File: src/design/tdssm_pkg.sv
// ----------------------------------------------------------------------------
// tdssm_pkg: shared types and helpers for the two-digit display multiplexer
// Item layout between the input stage and the phase core, the digit split
// of a loaded value and the seven-segment decode table.
// ----------------------------------------------------------------------------
package tdssm_pkg;

    localparam int VALUE_W  = 16;
    localparam int STAMP_W  = 32;
    localparam int DUR_W    = 32;
    localparam int DIGIT_W  = 4;
    localparam int SEG_W    = 8;
    localparam int PHASE_W  = 2;
    localparam int CFG_IDX_W = 4;

    // Reciprocals for the constant divides, exact over all 16-bit values
    localparam logic [31:0] RECIP_10 = 32'd52429;   // x/10  = (x*RECIP_10) >> 19
    localparam logic [31:0] RECIP_25 = 32'd5243;    // x/100 = ((x>>2)*RECIP_25) >> 17

    typedef struct packed {
        logic [DIGIT_W-1:0] tens;
        logic [DIGIT_W-1:0] units;
    } digit_pair_t;

    // One refresh request after the input register
    typedef struct packed {
        logic               kind;
        digit_pair_t        digits;
        logic [STAMP_W-1:0] now_us;
    } item_t;

    // Split a value into its two lowest decimal digits
    function automatic digit_pair_t split_digits(input logic [VALUE_W-1:0] value);
        logic [31:0]        prod10;
        logic [31:0]        prod100;
        logic [12:0]        quot10;
        logic [9:0]         quot100;
        logic [12:0]        hund_x10;
        logic [VALUE_W-1:0] tens_x10;
        logic [12:0]        tens_full;
        logic [VALUE_W-1:0] units_full;
        digit_pair_t        res;
        prod10     = 32'(value) * RECIP_10;
        prod100    = 32'(value[VALUE_W-1:2]) * RECIP_25;
        quot10     = prod10[31:19];
        quot100    = prod100[26:17];
        hund_x10   = {quot100, 3'b000} + {2'b00, quot100, 1'b0};
        tens_x10   = {quot10[12:0], 3'b000} + {2'b00, quot10[12:0], 1'b0};
        tens_full  = quot10 - hund_x10;
        units_full = value - tens_x10;
        res.tens   = tens_full[DIGIT_W-1:0];
        res.units  = units_full[DIGIT_W-1:0];
        return res;
    endfunction

    // Standard a..g encoding, decimal point off
    function automatic logic [SEG_W-1:0] decode_digit(input logic [DIGIT_W-1:0] digit);
        logic [SEG_W-1:0] mask;
        case (digit)
            4'd0:    mask = 8'h3F;
            4'd1:    mask = 8'h06;
            4'd2:    mask = 8'h5B;
            4'd3:    mask = 8'h4F;
            4'd4:    mask = 8'h66;
            4'd5:    mask = 8'h6D;
            4'd6:    mask = 8'h7D;
            4'd7:    mask = 8'h07;
            4'd8:    mask = 8'h7F;
            4'd9:    mask = 8'h6F;
            default: mask = 8'h00;
        endcase
        return mask;
    endfunction

endpackage

File: src/design/tdssm_in_stage.sv
// ----------------------------------------------------------------------------
// tdssm_in_stage: input register of the display multiplexer
// Captures one refresh request, splits its value into decimal digits on the
// way in, and holds it until the phase core takes it.
// ----------------------------------------------------------------------------
module tdssm_in_stage
    import tdssm_pkg::*;
(
    input  logic               clk,
    input  logic               rst_n,
    input  logic               s_tvalid,
    output logic               s_tready,
    input  logic [47:0]        s_tdata,   // [15:0] new_value, [47:16] now_us
    input  logic               s_tuser,   // [0] kind
    output logic               item_valid,
    output item_t              item,
    input  logic               item_take
);

    logic  valid_reg;
    logic  valid_next;
    item_t item_reg;
    logic  s_accept;

    // Free a slot when empty or when the core drains the held request
    assign s_tready = !valid_reg || item_take;
    assign s_accept = s_tvalid && s_tready;

    // Track occupancy
    always_comb
    begin
        valid_next = valid_reg;
        if (s_accept)
        begin
            valid_next = 1'b1;
        end
        else if (item_take)
        begin
            valid_next = 1'b0;
        end
    end

    always_ff @(posedge clk or negedge rst_n)
    begin
        if (!rst_n)
        begin
            valid_reg <= 1'b0;
        end
        else
        begin
            valid_reg <= valid_next;
        end
    end

    // Load payload, digits split ahead of the core
    always_ff @(posedge clk)
    begin
        if (s_accept)
        begin
            item_reg.kind   <= s_tuser;
            item_reg.digits <= split_digits(s_tdata[15:0]);
            item_reg.now_us <= s_tdata[47:16];
        end
    end

    assign item_valid = valid_reg;
    assign item       = item_reg;

endmodule

File: src/design/tdssm_phase_core.sv
// ----------------------------------------------------------------------------
// tdssm_phase_core: phase sequencer and pin state of the display multiplexer
// Holds the phase durations, the blank/tens/gap/units phase, the last change
// time and the pin levels, which double as the result register.
// ----------------------------------------------------------------------------
module tdssm_phase_core
    import tdssm_pkg::*;
#(
    parameter int TIME_BITS = 32
)
(
    input  logic                 clk,
    input  logic                 rst_n,
    input  logic                 cfg_valid,
    output logic                 cfg_ready,
    input  logic [CFG_IDX_W-1:0] cfg_index,
    input  logic [DUR_W-1:0]     cfg_data,
    input  logic                 item_valid,
    input  item_t                item,
    output logic                 item_take,
    output logic                 m_tvalid,
    input  logic                 m_tready,
    output logic [15:0]          m_tdata
);

    localparam int CMP_W = (TIME_BITS > DUR_W) ? TIME_BITS : DUR_W;

    localparam logic [PHASE_W-1:0] PH_BLANK = 2'd0;
    localparam logic [PHASE_W-1:0] PH_TENS  = 2'd1;
    localparam logic [PHASE_W-1:0] PH_GAP   = 2'd2;
    localparam logic [PHASE_W-1:0] PH_UNITS = 2'd3;

    localparam logic [CFG_IDX_W-1:0] REG_BLANK = 4'd0;
    localparam logic [CFG_IDX_W-1:0] REG_TENS  = 4'd1;
    localparam logic [CFG_IDX_W-1:0] REG_GAP   = 4'd2;
    localparam logic [CFG_IDX_W-1:0] REG_UNITS = 4'd3;

    logic [DUR_W-1:0]     blank_time_reg;
    logic [DUR_W-1:0]     tens_time_reg;
    logic [DUR_W-1:0]     gap_time_reg;
    logic [DUR_W-1:0]     units_time_reg;

    logic [PHASE_W-1:0]   phase_reg,    phase_next;
    logic [TIME_BITS-1:0] last_reg,     last_next;
    digit_pair_t          digits_reg,   digits_next;
    logic [SEG_W-1:0]     segments_reg, segments_next;
    logic                 tens_reg,     tens_next;
    logic                 units_reg,    units_next;
    logic                 out_valid_reg, out_valid_next;

    logic [TIME_BITS-1:0] now_masked;
    logic [TIME_BITS-1:0] elapsed;
    logic [DUR_W-1:0]     duration;
    logic                 expired;

    // Configuration is always accepted; indexes past the list drop
    assign cfg_ready = 1'b1;

    always_ff @(posedge clk or negedge rst_n)
    begin
        if (!rst_n)
        begin
            blank_time_reg <= '0;
            tens_time_reg  <= '0;
            gap_time_reg   <= '0;
            units_time_reg <= '0;
        end
        else if (cfg_valid)
        begin
            case (cfg_index)
                REG_BLANK: blank_time_reg <= cfg_data;
                REG_TENS:  tens_time_reg  <= cfg_data;
                REG_GAP:   gap_time_reg   <= cfg_data;
                REG_UNITS: units_time_reg <= cfg_data;
                default:   ;
            endcase
        end
    end

    // Advance whenever the result slot is free or being drained
    assign item_take = item_valid && (!out_valid_reg || m_tready);

    // Pick the running phase's duration
    always_comb
    begin
        case (phase_reg)
            PH_BLANK: duration = blank_time_reg;
            PH_TENS:  duration = tens_time_reg;
            PH_GAP:   duration = gap_time_reg;
            PH_UNITS: duration = units_time_reg;
            default:  duration = blank_time_reg;
        endcase
    end

    // Wrapping elapsed time since the last phase change
    assign now_masked = TIME_BITS'(item.now_us);
    assign elapsed    = now_masked - last_reg;
    assign expired    = CMP_W'(elapsed) >= CMP_W'(duration);

    // Step the phase and the pin levels
    always_comb
    begin
        phase_next    = phase_reg;
        last_next     = last_reg;
        digits_next   = item.kind ? item.digits : digits_reg;
        segments_next = segments_reg;
        tens_next     = tens_reg;
        units_next    = units_reg;
        if (expired)
        begin
            last_next  = now_masked;
            phase_next = phase_reg + 2'd1;
        end
        case (phase_reg)
            PH_TENS:
            begin
                if (expired)
                begin
                    segments_next = '0;
                    tens_next     = 1'b1;
                end
                else
                begin
                    segments_next = decode_digit(digits_next.tens);
                    tens_next     = 1'b0;
                end
            end
            PH_UNITS:
            begin
                if (expired)
                begin
                    segments_next = '0;
                    units_next    = 1'b1;
                end
                else
                begin
                    segments_next = decode_digit(digits_next.units);
                    units_next    = 1'b0;
                end
            end
            default: ;
        endcase
    end

    // Result valid flag
    always_comb
    begin
        out_valid_next = out_valid_reg;
        if (item_take)
        begin
            out_valid_next = 1'b1;
        end
        else if (m_tready)
        begin
            out_valid_next = 1'b0;
        end
    end

    always_ff @(posedge clk or negedge rst_n)
    begin
        if (!rst_n)
        begin
            phase_reg     <= PH_BLANK;
            last_reg      <= '0;
            digits_reg    <= '0;
            segments_reg  <= '0;
            tens_reg      <= 1'b1;
            units_reg     <= 1'b1;
            out_valid_reg <= 1'b0;
        end
        else
        begin
            out_valid_reg <= out_valid_next;
            if (item_take)
            begin
                phase_reg    <= phase_next;
                last_reg     <= last_next;
                digits_reg   <= digits_next;
                segments_reg <= segments_next;
                tens_reg     <= tens_next;
                units_reg    <= units_next;
            end
        end
    end

    // Pin state after the last step is the result
    assign m_tvalid = out_valid_reg;
    assign m_tdata  = {4'b0000, phase_reg, units_reg, tens_reg, segments_reg};

    // Only the tens phase may sink the tens cathode
    a_tens_phase: assert property (@(posedge clk) disable iff (!rst_n)
        !tens_reg |-> (phase_reg == PH_TENS))
        else $error("tens cathode low outside tens phase");

    // Only the units phase may sink the units cathode
    a_units_phase: assert property (@(posedge clk) disable iff (!rst_n)
        !units_reg |-> (phase_reg == PH_UNITS))
        else $error("units cathode low outside units phase");

    // Lit segments need exactly one digit selected
    a_seg_digit: assert property (@(posedge clk) disable iff (!rst_n)
        (segments_reg != '0) |-> (tens_reg != units_reg))
        else $error("segments lit without a single digit selected");

    // Phase moves by at most one step per request
    a_phase_step: assert property (@(posedge clk) disable iff (!rst_n)
        item_take |=> (phase_reg == $past(phase_reg)) ||
                      (phase_reg == $past(phase_reg) + 2'd1))
        else $error("phase skipped a step");

    // No request, no phase change
    a_phase_hold: assert property (@(posedge clk) disable iff (!rst_n)
        !item_take |=> $stable(phase_reg))
        else $error("phase changed without a request");

endmodule

File: src/design/two_digit_seven_segment_multiplexer.sv
// ----------------------------------------------------------------------------
// two_digit_seven_segment_multiplexer: two-digit multiplexed display driver
// Steps a blank / tens / gap / units cycle from timestamped refresh requests.
// ----------------------------------------------------------------------------
// Usage:
//   Slave channel s_*: one refresh request per beat. s_tuser set loads
//   new_value (shown modulo 100) before the refresh; now_us is a free-running
//   microsecond stamp. Master channel m_*: one result per request with the
//   segment levels, both cathode levels and the phase after that refresh.
//   Config channel cfg_*: index 0..3 selects blank, tens, gap and units
//   durations in microseconds; other indexes are dropped. Write only while
//   idle; cfg_ready is always high.
//   Path: an accepted request lands in the input register, its result is
//   then loaded into the phase/pin register and can be taken from there.
//   Throughput is one request per cycle while m_tready is high, set by the
//   single phase update register loop.
//   Reset: blank phase, all durations zero, value 0, segments dark, both
//   cathodes high, no result pending. No clearing pass.
//   Stall: a held result keeps m_tdata steady; one more request waits in the
//   input register, after which s_tready drops until m_tready returns.
// ----------------------------------------------------------------------------
module two_digit_seven_segment_multiplexer
    import tdssm_pkg::*;
#(
    parameter int TIME_BITS = 32
)
(
    input  logic                 clk,
    input  logic                 rst_n,
    input  logic                 s_tvalid,
    output logic                 s_tready,
    input  logic [47:0]          s_tdata,    // [15:0] new_value, [47:16] now_us
    input  logic                 s_tuser,    // [0] kind
    output logic                 m_tvalid,
    input  logic                 m_tready,
    output logic [15:0]          m_tdata,    // [7:0] segments, [8] tens_cathode,
                                             // [9] units_cathode, [11:10] phase
    input  logic                 cfg_valid,
    output logic                 cfg_ready,
    input  logic [CFG_IDX_W-1:0] cfg_index,
    input  logic [DUR_W-1:0]     cfg_data
);

    logic  item_valid;
    item_t item;
    logic  item_take;

    // Input register with digit split
    tdssm_in_stage u_in_stage (
        .clk        (clk),
        .rst_n      (rst_n),
        .s_tvalid   (s_tvalid),
        .s_tready   (s_tready),
        .s_tdata    (s_tdata),
        .s_tuser    (s_tuser),
        .item_valid (item_valid),
        .item       (item),
        .item_take  (item_take)
    );

    // Phase sequencer and result register
    tdssm_phase_core #(
        .TIME_BITS (TIME_BITS)
    ) u_phase_core (
        .clk        (clk),
        .rst_n      (rst_n),
        .cfg_valid  (cfg_valid),
        .cfg_ready  (cfg_ready),
        .cfg_index  (cfg_index),
        .cfg_data   (cfg_data),
        .item_valid (item_valid),
        .item       (item),
        .item_take  (item_take),
        .m_tvalid   (m_tvalid),
        .m_tready   (m_tready),
        .m_tdata    (m_tdata)
    );

endmodule
File: config.mk
export PLATFORM = sky130hd
export DESIGN_NAME = two_digit_seven_segment_multiplexer
export DESIGN_NICKNAME = d
export VERILOG_FILES = /design/src/design/tdssm_pkg.sv /design/src/design/tdssm_in_stage.sv /design/src/design/tdssm_phase_core.sv /design/src/design/two_digit_seven_segment_multiplexer.sv
export SDC_FILE = /design/constraint.sdc
export NUM_CORES = 1
export LEC_CHECK = 0
export BUFFER_PORTS_ARGS = -buffer_cell sky130_fd_sc_hd__buf_2
export CORE_AREA = 2 2 249 251
export CTS_CLUSTER_SIZE = 14
export DETAILED_ROUTE_END_ITERATION = 16
export DIE_AREA = 0 0 251 253
export HOLD_SLACK_MARGIN = 0.05
export PLACE_DENSITY = 0.56
export SYNTH_ARGS = -nofsm -noshare
export SYNTH_HDL_FRONTEND = slang
export SYNTH_SLANG_ARGS = --single-unit
export TNS_END_PERCENT = 1
File: constraint.sdc
create_clock -name clk -period 7.9 [get_ports clk]
set_input_delay 0 -clock clk [delete_from_list [all_inputs] [get_ports clk]]
set_output_delay 0 -clock clk [all_outputs]
set_load 0.1 [all_outputs]
* Word-level counts from Yosys, hierarchy flattened
Memory sizes are Yosys's and may differ from the RTL's.
Index checks and enable logic that the tools add are counted.
** Operators by class
- Reduce and logical (&&, ||, !) cells :: 19
- Eq/ne operators :: 6
- Add/subtract/negate cells :: 6
- Multiplexer cells :: 10
- Multiply operators :: 2
- $lt $le $gt $ge :: 1
** Operators by type and width (number)
- 32-bit one-hot mux with 4 select lines :: 1
- 32-bit >= comparator :: 1
- 32-bit subtractor :: 1
- 8-bit 2-to-1 mux :: 3
- 16-bit by 16-bit multiplier with 23-bit output (second input constant) :: 1
- 14-bit by 13-bit multiplier with 20-bit output (second input constant) :: 1
- 8-bit one-hot mux with 2 select lines :: 1
- 2-bit AND reduction :: 8
- 4-bit adder :: 2
- 4-bit by 2-bit == test with 1-bit output (second input constant) :: 2
- 4-bit subtractor :: 2
- 2-bit nonzero test :: 3
- 1-bit 2-to-1 mux :: 5
- 2-bit == test (second input constant) :: 2
- 4-bit by 1-bit == test with 1-bit output (second input constant) :: 1
- 4-bit logical NOT :: 1
- 2-bit by 1-bit adder with 2-bit output (second input constant) :: 1
- 2-bit by 1-bit == test with 1-bit output (second input constant) :: 1
- 1-bit logical AND :: 2
- 1-bit logical NOT :: 2
- 2-bit logical NOT :: 1
- 1-bit logical OR :: 2
** Storage, ports and cells
- Output and inout bits :: 19
- Word-level logic and storage cells :: 63
- ROM bits :: 224
- Bits in registers :: 223
- Memories kept :: 2
** Memory list
- (no name shown) :: words 16, width 7, read ports 1, clocked after Yosys merged registers in 0, wr ports 0, RTL line tdssm_pkg.sv:59 : case (digit)
- (no name shown) :: words 16, width 7, read ports 1, clocked after Yosys merged registers in 0, wr ports 0, RTL line tdssm_pkg.sv:59

* Depth between registers and ports, before layout
Gate-level depths: netlist of run 1.
- Depth after elaboration :: 6
- Gate-level depth with buffers :: 26

* Cells and area by module
Synthesis of run 1 repeated with hierarchy kept, for this count alone.
** Second synthesis, totals
- Cells, all modules :: 1706
- Area total of the unflattened synthesis :: 18452.7 um2
** By module, submodules not included
- tdssm_phase_core :: seq. area each 4506.8 um2, area each 10770.3 um2, times used 1, cells an instance 986
- tdssm_in_stage :: seq. area each 1256.2 um2, area each 7682.4 um2, times used 1, cells an instance 720

* Worst setup path before layout of run 1
Ideal clock, no wire load.
- Kind :: input to register
- From :: input s_tdata[6]
- To :: register u_in_stage.item_reg (netlist bit u_in_stage.item[39]), data pin
- Path buffers :: 0
- Path slack :: 2252 ps
- Setup time :: 260 ps
- Arrival time :: 5388 ps
- Stages :: 24
- Required time :: 7640 ps
- Cells stage by stage :: ha_1 > inv_1 > fa_1 > inv_1 > fa_1 > fa_1 > fa_1 > inv_1 > fa_1 > inv_1 > ha_1 > a21oi_1 > o21ai_0 > a221oi_1 > o21ai_0 > a21oi_1 > xnor2_1 > ha_1 > xnor2_1 > xnor2_1 > xnor2_1 > xnor2_1 > xnor2_1 > xnor2_1
** On the way
- Cells in the longest elaborated chain, start to end :: 3
** Ends and longest elaborated chain
- start: declaration :: RTL line two_digit_seven_segment_multiplexer.sv:32 : input logic [47:0] s_tdata,
- 14-bit by 13-bit multiplier with 20-bit output :: RTL line tdssm_pkg.sv:44 : prod100 = 32'(value[VALUE_W-1:2]) * RECIP_25;
- 4-bit adder :: RTL line tdssm_pkg.sv:47 : hund_x10 = {quot100, 3'b000} + {2'b00, quot100, 1'b0};
- 4-bit subtractor (*) :: RTL line tdssm_pkg.sv:49 : tens_full = quot10 - hund_x10;
- end: declaration :: RTL line tdssm_in_stage.sv:22 : item_t item_reg;
Mark *: on every way between the ends. The rest lies on a longest branch, timed or not.
A chain may end at the register's enable or synchronous reset.

* Final worst setup path of run 1
- From :: input s_tdata[1]
- To :: register u_in_stage.item_reg (netlist bit u_in_stage.item[39]), data pin
** On the way
- Cells in the longest elaborated chain, start to end :: 2
** Ends and longest elaborated chain
- 16-bit by 16-bit multiplier with 23-bit output :: RTL line tdssm_pkg.sv:43 : prod10 = 32'(value) * RECIP_10;
- 4-bit subtractor :: RTL line tdssm_pkg.sv:49
Every way passes these cells.

==> results of run 1 <==
synthesized netlist by cell type (8+ instances only):
| library cell | n |
|---|---|
| nand2_1 | 78 |
| ha_1 | 238 |
| nand4_1 | 11 |
| o21a_1 | 10 |
| nand3_1 | 16 |
| edfxtp_1 | 41 |
| o211ai_1 | 8 |
| fa_1 | 127 |
| a21o_1 | 27 |
| xnor2_1 | 45 |
| clkbuf_1 | 24 |
| nor2_1 | 38 |
| inv_1 | 307 |
| mux2i_1 | 13 |
| buf_1 | 10 |
| a21oi_1 | 58 |
| mux2_2 | 135 |
| mux2_4 | 29 |
| dfrtp_1 | 179 |
| xor2_1 | 16 |
| o21ai_0 | 65 |
| a222oi_1 | 32 |
| buf_4 | 8 |
| nor3_1 | 8 |
metal layers:
metal / global-route usage (%) / up-vias / wire (µm)
li1: - / 5914 / -
met1: 17.16 / 6171 / 18820
met2: 26.50 / 194 / 22870
met3: 1.306 / 48 / 1267
met4: 3.010 / 0 / 920
met5: 0 / - / 0
layout make-up:
cell class                 count  area, µm²  area share [%]
multi-input combinational   1063      10900           51.67
sequential                   222       5763           27.32
timing repair buffer         183       1303           6.175
inverter                     308       1156           5.481
tap                          790      988.4           4.686
clock buffer                  34      795.8           3.773
clock inverter                13      180.2          0.8542
antenna                        3      7.507         0.03559
cell families (layout without fill, tap and decap cells):
logic type	count (synthesis)	in the layout	share of synthesized area [%]
simple gates	190	190	4.928
mux	177	177	11.55
buf+inv	356	538	7.859
other cells	2	9	0.04160
compound gates	264	264	10.16
xor+xnor	61	61	2.959
flops	222	222	31.92
fa+ha+maj	365	365	30.58
report_power, final:
part	switching, mW	internal, mW
combinational	3.43	2.75
clock	0.491	0.840
sequential	0.163	1.62
layout by cell type, fill, tap and decap left out, types with 4 or more instances in the layout:
cell type      count
inv_1            307
ha_1             237
dfrtp_1          179
mux2_2           135
fa_1             127
buf_2            101
nand2_1           78
dlygate4sd3_1     70
o21ai_0           65
a21oi_1           58
xnor2_1           45
edfxtp_1          41
nor2_1            37
a222oi_1          32
clkbuf_16         30
mux2_4            29
a21o_1            27
xor2_1            16
nand3_1           16
mux2i_1           13
nand4_1           11
buf_4             11
o21a_1            10
o211ai_1           8
nor3_1             7
nand2b_1           7
o41ai_1            7
a211oi_1           6
nor2b_1            6
and2_1             6
conb_1             6
clkinv_2           6
o2111ai_1          5
o31a_1             4
a31oi_1            4
a21boi_0           4
o21bai_1           4
clkbuf_8           4
bufinv_16          4
worst paths after layout:
| check | depth (start not counted) | slack, ns | to | start |
|---|---|---|---|---|
| worst max register to register | 21 | 2.25 | u_phase_core.last_reg[1] | u_in_stage.item[0] |
| max in group asynchronous | 3 | 6.26 | u_phase_core.blank_time_reg[4] | rst_n |
| worst min-delay path | 2 | 0.17 | u_in_stage.item[13] | s_tdata[29] |
| worst max-delay path | 26 | 1.75 | u_in_stage.item[39] | s_tdata[1] |
| worst min register to register | 2 | 0.47 | u_phase_core.segments_reg[0] | u_phase_core.segments_reg[0] |
| min in group asynchronous | 2 | 0.18 | u_phase_core.last_reg[13] | rst_n |
what timing repair did:
item | 4_1_cts | 5_1_grt
hold buffers | 70 | 0
resized for setup | 0 | 0
endpoints found under the hold margin | 283 | 0
per-stage QoR:
| step | cell area (µm²) | setup WS [ns] |
|---|---|---|
| after floorplan | 18070 | 2.252 |
| after global placement | 19410 | 1.638 |
| after detailed placement | 19410 | 1.544 |
| after CTS | 21080 | 1.734 |
| after global routing | 21090 | 1.228 |
| final | 21090 | 1.753 |
==> flow_metrics.env, run 1 <==
export IMPL_synthArstFlopShare_pct=81.53
export IMPL_whs_ns=0.1658
export IMPL_fin_nets=2259
export IMPL_slowest_stage="fa_1"
export IMPL_fill_cells=6153
export IMPL_yosysSeqAreaShare_pct=31.92
export IMPL_p_leak_nw=10.19
export IMPL_crit_top_cell="xnor2_1"
export IMPL_clk_path_buf_depth=3
export IMPL_syn_to_final_growth_pct=16.83
export IMPL_hold_viol=0
export IMPL_drc=0
export IMPL_drv_slew=0
export IMPL_wire_per_inst_um=16.77
export IMPL_synth_top_area_cell="dfrtp_1"
export IMPL_setup_viol=0
export IMPL_synth_edff_count=41
export IMPL_ys_ff_latch=222
export IMPL_power_mw=9.296
export IMPL_cts_buffers=26
export IMPL_gr_usage_all_layers_pct=14.01
export IMPL_maxCapViolations=0
export IMPL_portBuffers=102
export IMPL_finish_utilization_pct=34.56
export IMPL_worst_path_buf_inv=4
export IMPL_core_region_area_um2=61030
export IMPL_ir_drop_uv=328.1
export IMPL_syn_inst=1637
export IMPL_grt_pass1_vias=13315
export IMPL_timing_setup_tns_ns=0
export IMPL_largest_register_ffs=41
export IMPL_clock_skew_ns=0.02790
export IMPL_cts_root_buffer="clkbuf_16"
export IMPL_post_route_min_period_ns=6.147
export IMPL_routed_via_count=12327
export IMPL_finalNonFillerCells=2616
export IMPL_fp_dieH_um=253
export IMPL_synth_top_flop_cell="dfrtp_1"
export IMPL_endpoint_kind="flip-flop"
export IMPL_crit_required_ns=8.17
export IMPL_grt_start_max_net_pins=121
export IMPL_max_freq_mhz=162.7
export IMPL_grt_pass1_wl_um=71200
export IMPL_ctsHtreeMaxLevel=1
export IMPL_clk_latency_ns=0.54
export IMPL_hold_class="input port to flip-flop"
export IMPL_drive_above_1_share_pct=18.65
export IMPL_fin_crit_sh_pct=77.82
export IMPL_cts_setup_buffers=0
export IMPL_antenna_found_initial=4
export IMPL_yosysWarnings=0
export IMPL_overflow=0
export IMPL_status="finished clean"
export IMPL_start_kind="input port"
export IMPL_ios=109
export IMPL_cts_num_sinks=222
export IMPL_clkSlewWorstSetupHoldPaths_ns=0.06
export IMPL_ant_nets=0
export IMPL_viasPerCell=4.712
export IMPL_rsz0062_at_grt="false"
export IMPL_power_density_nw_per_um2=440.7
export IMPL_crit_fanout=7
export IMPL_place_congestion=0.8406
export IMPL_dpl_hpwl_um=33650
export IMPL_dr_pass1_iters=6
export IMPL_synth_top_area_share_pct=24.81
export IMPL_initial_core_util_pct=29.58
export IMPL_synth_area_leaders="dfrtp_1, ha_1, fa_1"
export IMPL_ys_types=72
export IMPL_syn_avg_cell_area_um2=11.03
export IMPL_syn_cell_area_um2=18050
export IMPL_drtIter0Drc=596
export IMPL_die_w_um=251
export IMPL_wl_um=43880
export IMPL_die_area_um2=63500
export IMPL_relSlewSlack_pct=33.52
export IMPL_cts_tree="built"
export IMPL_tightest_slew_ns=0.9972
export IMPL_placed_cells=2496
export IMPL_crit_family="adder cells"
export IMPL_worst_setup_path_type="input port to flip-flop"
export IMPL_placement_rows=91
export IMPL_slowest_delay_ns=0.54
export IMPL_critPathArrivalTime_ns=6.42
No activity file was read; power rests on OpenSTA's default activity.
==> run 2: changes to the inputs <==
- PLACE_DENSITY: 0.56 -> 0.57
- clock period: 7.9 -> 5.4 ns (I/O delays scaled with it)
==> run 2 against run 1 <==
Clock-buffer cell count rose by 3. Worst hold slack got worse by 0.091 ns. Critical path type unchanged. Global-route usage up 0.56 points. Combinational power grew 62%. Core utilization increased by 1.4 points. Sequential share of layout area decreased by 1.0 points. Sequential power grew 46%. Final cell count increased by 3.7%. Non-clock buffer count up 99. Worst setup slack got worse by 1.6 ns. Cell area is 4.0% higher. Largest power group unchanged. Largest cell class unchanged.
==> flow_metrics.env, run 2 (synthesis gave the netlist of run 1 again) <==
export IMPL_drtIter0Drc=593
export IMPL_crit_start="s_tdata[7]"
export IMPL_clkSlewWorstSetupHoldPaths_ns=0.05
export IMPL_rr_startpoint="u_in_stage.item[0]"
export IMPL_timing_setup_tns_ns=0
export IMPL_dr_pass1_iters=6
export IMPL_cts_setup_buffers=0
export IMPL_placement_rows=91
export IMPL_portBuffers=102
export IMPL_hold_viol=0
export IMPL_fin_nets=2359
export IMPL_clk_latency_ns=0.57
export IMPL_die_w_um=251
export IMPL_viasPerCell=4.670
export IMPL_initial_core_util_pct=29.58
export IMPL_maxCapViolations=0
export IMPL_wl_um=45760
export IMPL_slowest_stage="fa_1"
export IMPL_endpoint_kind="flip-flop"
export IMPL_ant_nets=0
export IMPL_slowest_delay_ns=0.55
export IMPL_p_sw_mw=6.242
export IMPL_wire_per_inst_um=16.86
export IMPL_ctsHtreeMaxLevel=1
export IMPL_cts_tree="built"
export IMPL_die_area_um2=63500
export IMPL_start_kind="input port"
export IMPL_grt_pass1_wl_um=74010
export IMPL_gr_usage_all_layers_pct=14.57
export IMPL_rsz0062_at_grt="true"
export IMPL_dpl_hpwl_um=35260
export IMPL_whs_ns=0.07502
export IMPL_syn_to_final_growth_pct=21.49
export IMPL_tightest_slew_ns=1.296
export IMPL_cts_root_buffer="clkbuf_16"
export IMPL_status="finished clean"
export IMPL_combPwrFrac_pct=68.9
export IMPL_crit_family="adder cells"
export IMPL_crit_required_ns=5.68
export IMPL_p_leak_nw=10.68
export IMPL_finalNonFillerCells=2714
export IMPL_ios=109
export IMPL_place_congestion=0.8715
export IMPL_critPathArrivalTime_ns=5.50
export IMPL_drive_above_1_share_pct=23.60
export IMPL_clock_skew_ns=0.03187
export IMPL_worst_path_buf_inv=5
export IMPL_fp_dieH_um=253
export IMPL_cts_buffers=27
export IMPL_antenna_found_initial=4
export IMPL_post_route_min_period_ns=5.212
export IMPL_sw_frac_of_total_pct=42.88
export IMPL_max_freq_mhz=191.8
export IMPL_clk_path_buf_depth=3
export IMPL_layout_commonest_cell="inv_1"
export IMPL_final_cell_mix="inv_1, ha_1, dfrtp_1"
export IMPL_grt_start_max_net_pins=76
export IMPL_crit_fanout=4
export IMPL_min_from="s_tdata[1]"
export IMPL_core_region_area_um2=61030
export IMPL_power_mw=14.56
export IMPL_fin_crit_sh_pct=96.53
export IMPL_ir_drop_uv=592.2
export IMPL_drv_slew=0
export IMPL_n_antenna_cell=0
export IMPL_overflow=0
export IMPL_drc=0
export IMPL_p_clk_share_pct=13.1
export IMPL_largest_register_ffs=41
export IMPL_grt_pass1_vias=13772
export IMPL_setup_viol=0
export IMPL_finish_utilization_pct=35.94
export IMPL_cts_num_sinks=222
export IMPL_p_seq_share_pct=18.0
export IMPL_hold_class="input port to flip-flop"
export IMPL_placed_cells=2594
export IMPL_relSlewSlack_pct=12.70
export IMPL_power_density_nw_per_um2=663.6
export IMPL_intPower_mw=8.313
export IMPL_worst_setup_path_type="input port to flip-flop"
export IMPL_routed_via_count=12674
## run 2: power by group through the flow
stage / Combinational, mW / Clock, mW / Sequential [mW]
floorplan: 7.19 / 0 / 2.74
global placement: 9.68 / 0 / 2.62
detailed placement: 9.92 / 0 / 2.64
CTS: 10.1 / 1.97 / 2.61
global route: 11.4 / 2.04 / 2.67
finish: 10.0 / 1.91 / 2.61
## run 2: path summary, 6_finish.rpt
kind	to	slack [ns]	cells after the start
min in group asynchronous	u_phase_core.last_reg[10]	0.56	4
max reg2reg	u_phase_core.last_reg[2]	0.39	21
max	u_in_stage.item[39]	0.19	25
min reg2reg	u_phase_core.segments_reg[6]	0.48	2
max in group asynchronous	u_phase_core.blank_time_reg[2]	3.82	4
min	u_in_stage.item[32]	0.08	3
## run 2: timing repair
item                       4_1_cts  5_1_grt
gates resized for setup          0       10
setup endpoints to repair        0       33
hold buffers                    71        0
hold endpoints to repair       205        0
## run 2: area by class of cell
type	count	area (µm²)
clock buffers	37	807.0
multi-input cells	1063	11000
fillers	6144	39100
inverters	308	1156
clock inverters	12	143.9
flip-flops and latches	222	5763
repair buffers	282	2076
well taps	790	988.4
## run 2: per-stage QoR
step                      setup WS (ns)  cell area (µm²)
after CTS                        0.1237            21900
after global placement          -0.3702            20220
final                            0.1875            21930
after detailed placement        -0.4366            20220
after global routing           -0.08209            21930
after floorplan                0.009047            18140
## run 2: layer usage
layer	up-vias	track usage [%]	share of wire (%)
met5	-	0	0.072
li1	6114	-	-
met4	6	2.483	1.7
met1	6313	17.99	43
met3	43	1.943	3.6
met2	198	27.23	52
## run 2: worst reg2reg max path, stage by stage, from the launching register on
cell and delay, ns:
edfxtp_1 0.38, inv_1 0.07, ha_1 0.16, inv_1 0.05, fa_1 0.42, a211oi_1 0.32, o211ai_1 0.26, a32o_1 0.31
a2bb2oi_1 0.23, a21oi_1 0.22, a21o_1 0.22, a21oi_1 0.17, xnor2_1 0.11, ha_1 0.31, a21o_1 0.11, a21oi_1 0.06
o21a_1 0.17, o21ai_2 0.26, a211oi_2 0.12, nor3_4 0.23, buf_12 0.27, mux2_2 0.42
==> run 3: changes to the inputs <==
- PLACE_DENSITY: 0.57 -> 0.56
- clock period: 5.4 -> 6.48 ns (I/O delays scaled with it)
==> run 3 against run 2 <==
Core utilization is 1.3 points lower. Global-route usage is 0.28 points lower. First-iteration DRC count is 7.4% higher. Register-to-register slack better by 0.80 ns. Cell area is 3.5% lower. Sequential cell count stayed put. Clock-buffer cell count is 5 higher. Clock power is 16% lower. Via count is 2.9% lower. Non-clock buffer count is 87 lower. Power is 22% lower. Worst hold slack hardly changed. Critical endpoint unchanged.
==> flow_metrics.env, run 3 (synthesis gave the netlist of run 1 again) <==
export IMPL_core_region_area_um2=61030
export IMPL_ir_drop_uv=370.1
export IMPL_rsz0062_at_grt="false"
export IMPL_gr_usage_all_layers_pct=14.29
export IMPL_critPathArrivalTime_ns=6.36
export IMPL_finalNonFillerCells=2629
export IMPL_start_kind="input port"
export IMPL_fin_crit_sh_pct=93.94
export IMPL_power_mw=11.41
export IMPL_grt_pass1_vias=13336
export IMPL_whs_ns=0.07539
export IMPL_portBuffers=102
export IMPL_overflow=0
export IMPL_tightest_slew_ns=1.042
export IMPL_drtIter0Drc=637
export IMPL_die_area_um2=63500
export IMPL_max_freq_mhz=164.3
export IMPL_largest_register_ffs=41
export IMPL_fill_cells=6165
export IMPL_maxCapViolations=0
export IMPL_worst_setup_path_type="input port to flip-flop"
export IMPL_viasPerCell=4.681
export IMPL_place_congestion=0.8902
export IMPL_setup_viol=0
export IMPL_routed_via_count=12307
export IMPL_clk_latency_ns=0.55
export IMPL_ios=109
export IMPL_layout_commonest_cell="inv_1"
export IMPL_endpoint_kind="flip-flop"
export IMPL_cts_buffers=27
export IMPL_antenna_found_initial=3
export IMPL_cts_tree="built"
export IMPL_grt_start_max_net_pins=111
export IMPL_clock_skew_ns=0.02835
export IMPL_grt_pass1_wl_um=72550
export IMPL_crit_required_ns=6.75
export IMPL_power_density_nw_per_um2=539.1
export IMPL_syn_to_final_growth_pct=17.24
export IMPL_drive_above_1_share_pct=19.10
export IMPL_cts_root_buffer="clkbuf_16"
export IMPL_status="finished clean"
export IMPL_cts_setup_buffers=0
export IMPL_fin_nets=2272
export IMPL_post_route_min_period_ns=6.087
export IMPL_wl_um=44720
export IMPL_initial_core_util_pct=29.58
export IMPL_drc=0
export IMPL_final_cell_mix="inv_1, ha_1, dfrtp_1"
export IMPL_fin_area_um2=21170
export IMPL_dr_pass1_iters=6
export IMPL_ctsHtreeMaxLevel=1
export IMPL_relSlewSlack_pct=30.55
export IMPL_ant_nets=0
export IMPL_placement_rows=91
export IMPL_clkSlewWorstSetupHoldPaths_ns=0.06
export IMPL_fp_dieH_um=253
export IMPL_placed_cells=2508
export IMPL_die_w_um=251
export IMPL_clk_path_buf_depth=3
export IMPL_wire_per_inst_um=17.01
export IMPL_timing_setup_tns_ns=0
export IMPL_reg2reg_depth=19
export IMPL_drv_slew=0
export IMPL_hold_class="input port to async pin"
export IMPL_p_leak_nw=10.23
export IMPL_crit_fanout=7
export IMPL_cts_num_sinks=222
export IMPL_place_area_um2=19500
export IMPL_hold_viol=0
export IMPL_dpl_hpwl_um=34560
run 3: cell types whose count changed in the layout (fill, tap and decap cells not counted), sizes merged:
cell      delta
inv          -3
diode        +1
buf         -88
bufinv       +1
clkbuf       +6
clkinvlp     -2
run 3: worst paths after layout:
check,start,to,slack (ns)
setup reg to reg,u_in_stage.item[0],u_phase_core.last_reg[2],1.19
min in group clk,s_tdata[29],u_in_stage.item[13],0.17
hold / removal,rst_n,u_phase_core.last_reg[12],0.08
max in group asynchronous,rst_n,u_phase_core.units_time_reg[21],4.95
setup / recovery,s_tdata[1],u_in_stage.item[39],0.39
hold reg to reg,u_phase_core.segments_reg[0],u_phase_core.segments_reg[0],0.48
run 3: report_power, final:
part / switching [mW] / internal, mW
logic: 4.22 / 3.41
clock network: 0.596 / 1.00
registers: 0.202 / 1.98
total: 5.02 / 6.39
run 3: layout make-up:
type | count | area [µm²] | area share (%)
Tap cell | 790 | 988.4 | 4.670
Multi-Input combinational cell | 1063 | 10900 | 51.52
Antenna cell | 1 | 2.502 | 0.01182
Inverter | 308 | 1156 | 5.462
Sequential cell | 222 | 5763 | 27.23
Clock buffer | 42 | 834.6 | 3.943
Timing Repair Buffer | 195 | 1393 | 6.580
Clock inverter | 8 | 123.9 | 0.5852
run 3: metrics by stage:
step                utilization, %  worst slack, ns
floorplan                        -           0.8320
global placement             31.95           0.2946
detailed placement           31.95           0.1435
CTS                          34.67           0.2711
global route                 34.68          0.02525
finish                       34.68           0.3929
run 3: worst max-delay path: stages:
cell,delay [ns]
dlygate4sd3_1,0.52
buf_2,0.21
ha_2,0.34
xor2_1,0.15
ha_1,0.18
a21o_1,0.17
fa_1,0.53
fa_1,0.53
fa_1,0.55
inv_1,0.05
fa_1,0.53
inv_1,0.04
ha_1,0.32
a21oi_1,0.18
o21ai_0,0.12
a221oi_1,0.29
o21ai_1,0.18
a21oi_2,0.22
xnor2_1,0.18
ha_1,0.21
xnor2_1,0.15
xnor2_1,0.16
xnor2_1,0.16
xnor2_1,0.16
xnor2_1,0.15
xnor2_1,0.08
run 3: per-layer routing:
| layer | vias up | GRT usage [%] | wire length (µm) |
|---|---|---|---|
| met3 | 40 | 1.285 | 1154 |
| met4 | 0 | 2.874 | 867 |
| met5 | - | 0 | 0 |
| met2 | 181 | 26.97 | 23330 |
| li1 | 5934 | - | - |
| met1 | 6152 | 17.65 | 19370 |
run 3: repair_timing:
item,in CTS,in global routing
hold buffers,70,0
endpoints found under the setup margin,0,1
hold endpoints to repair,271,0
gates resized for setup,0,3
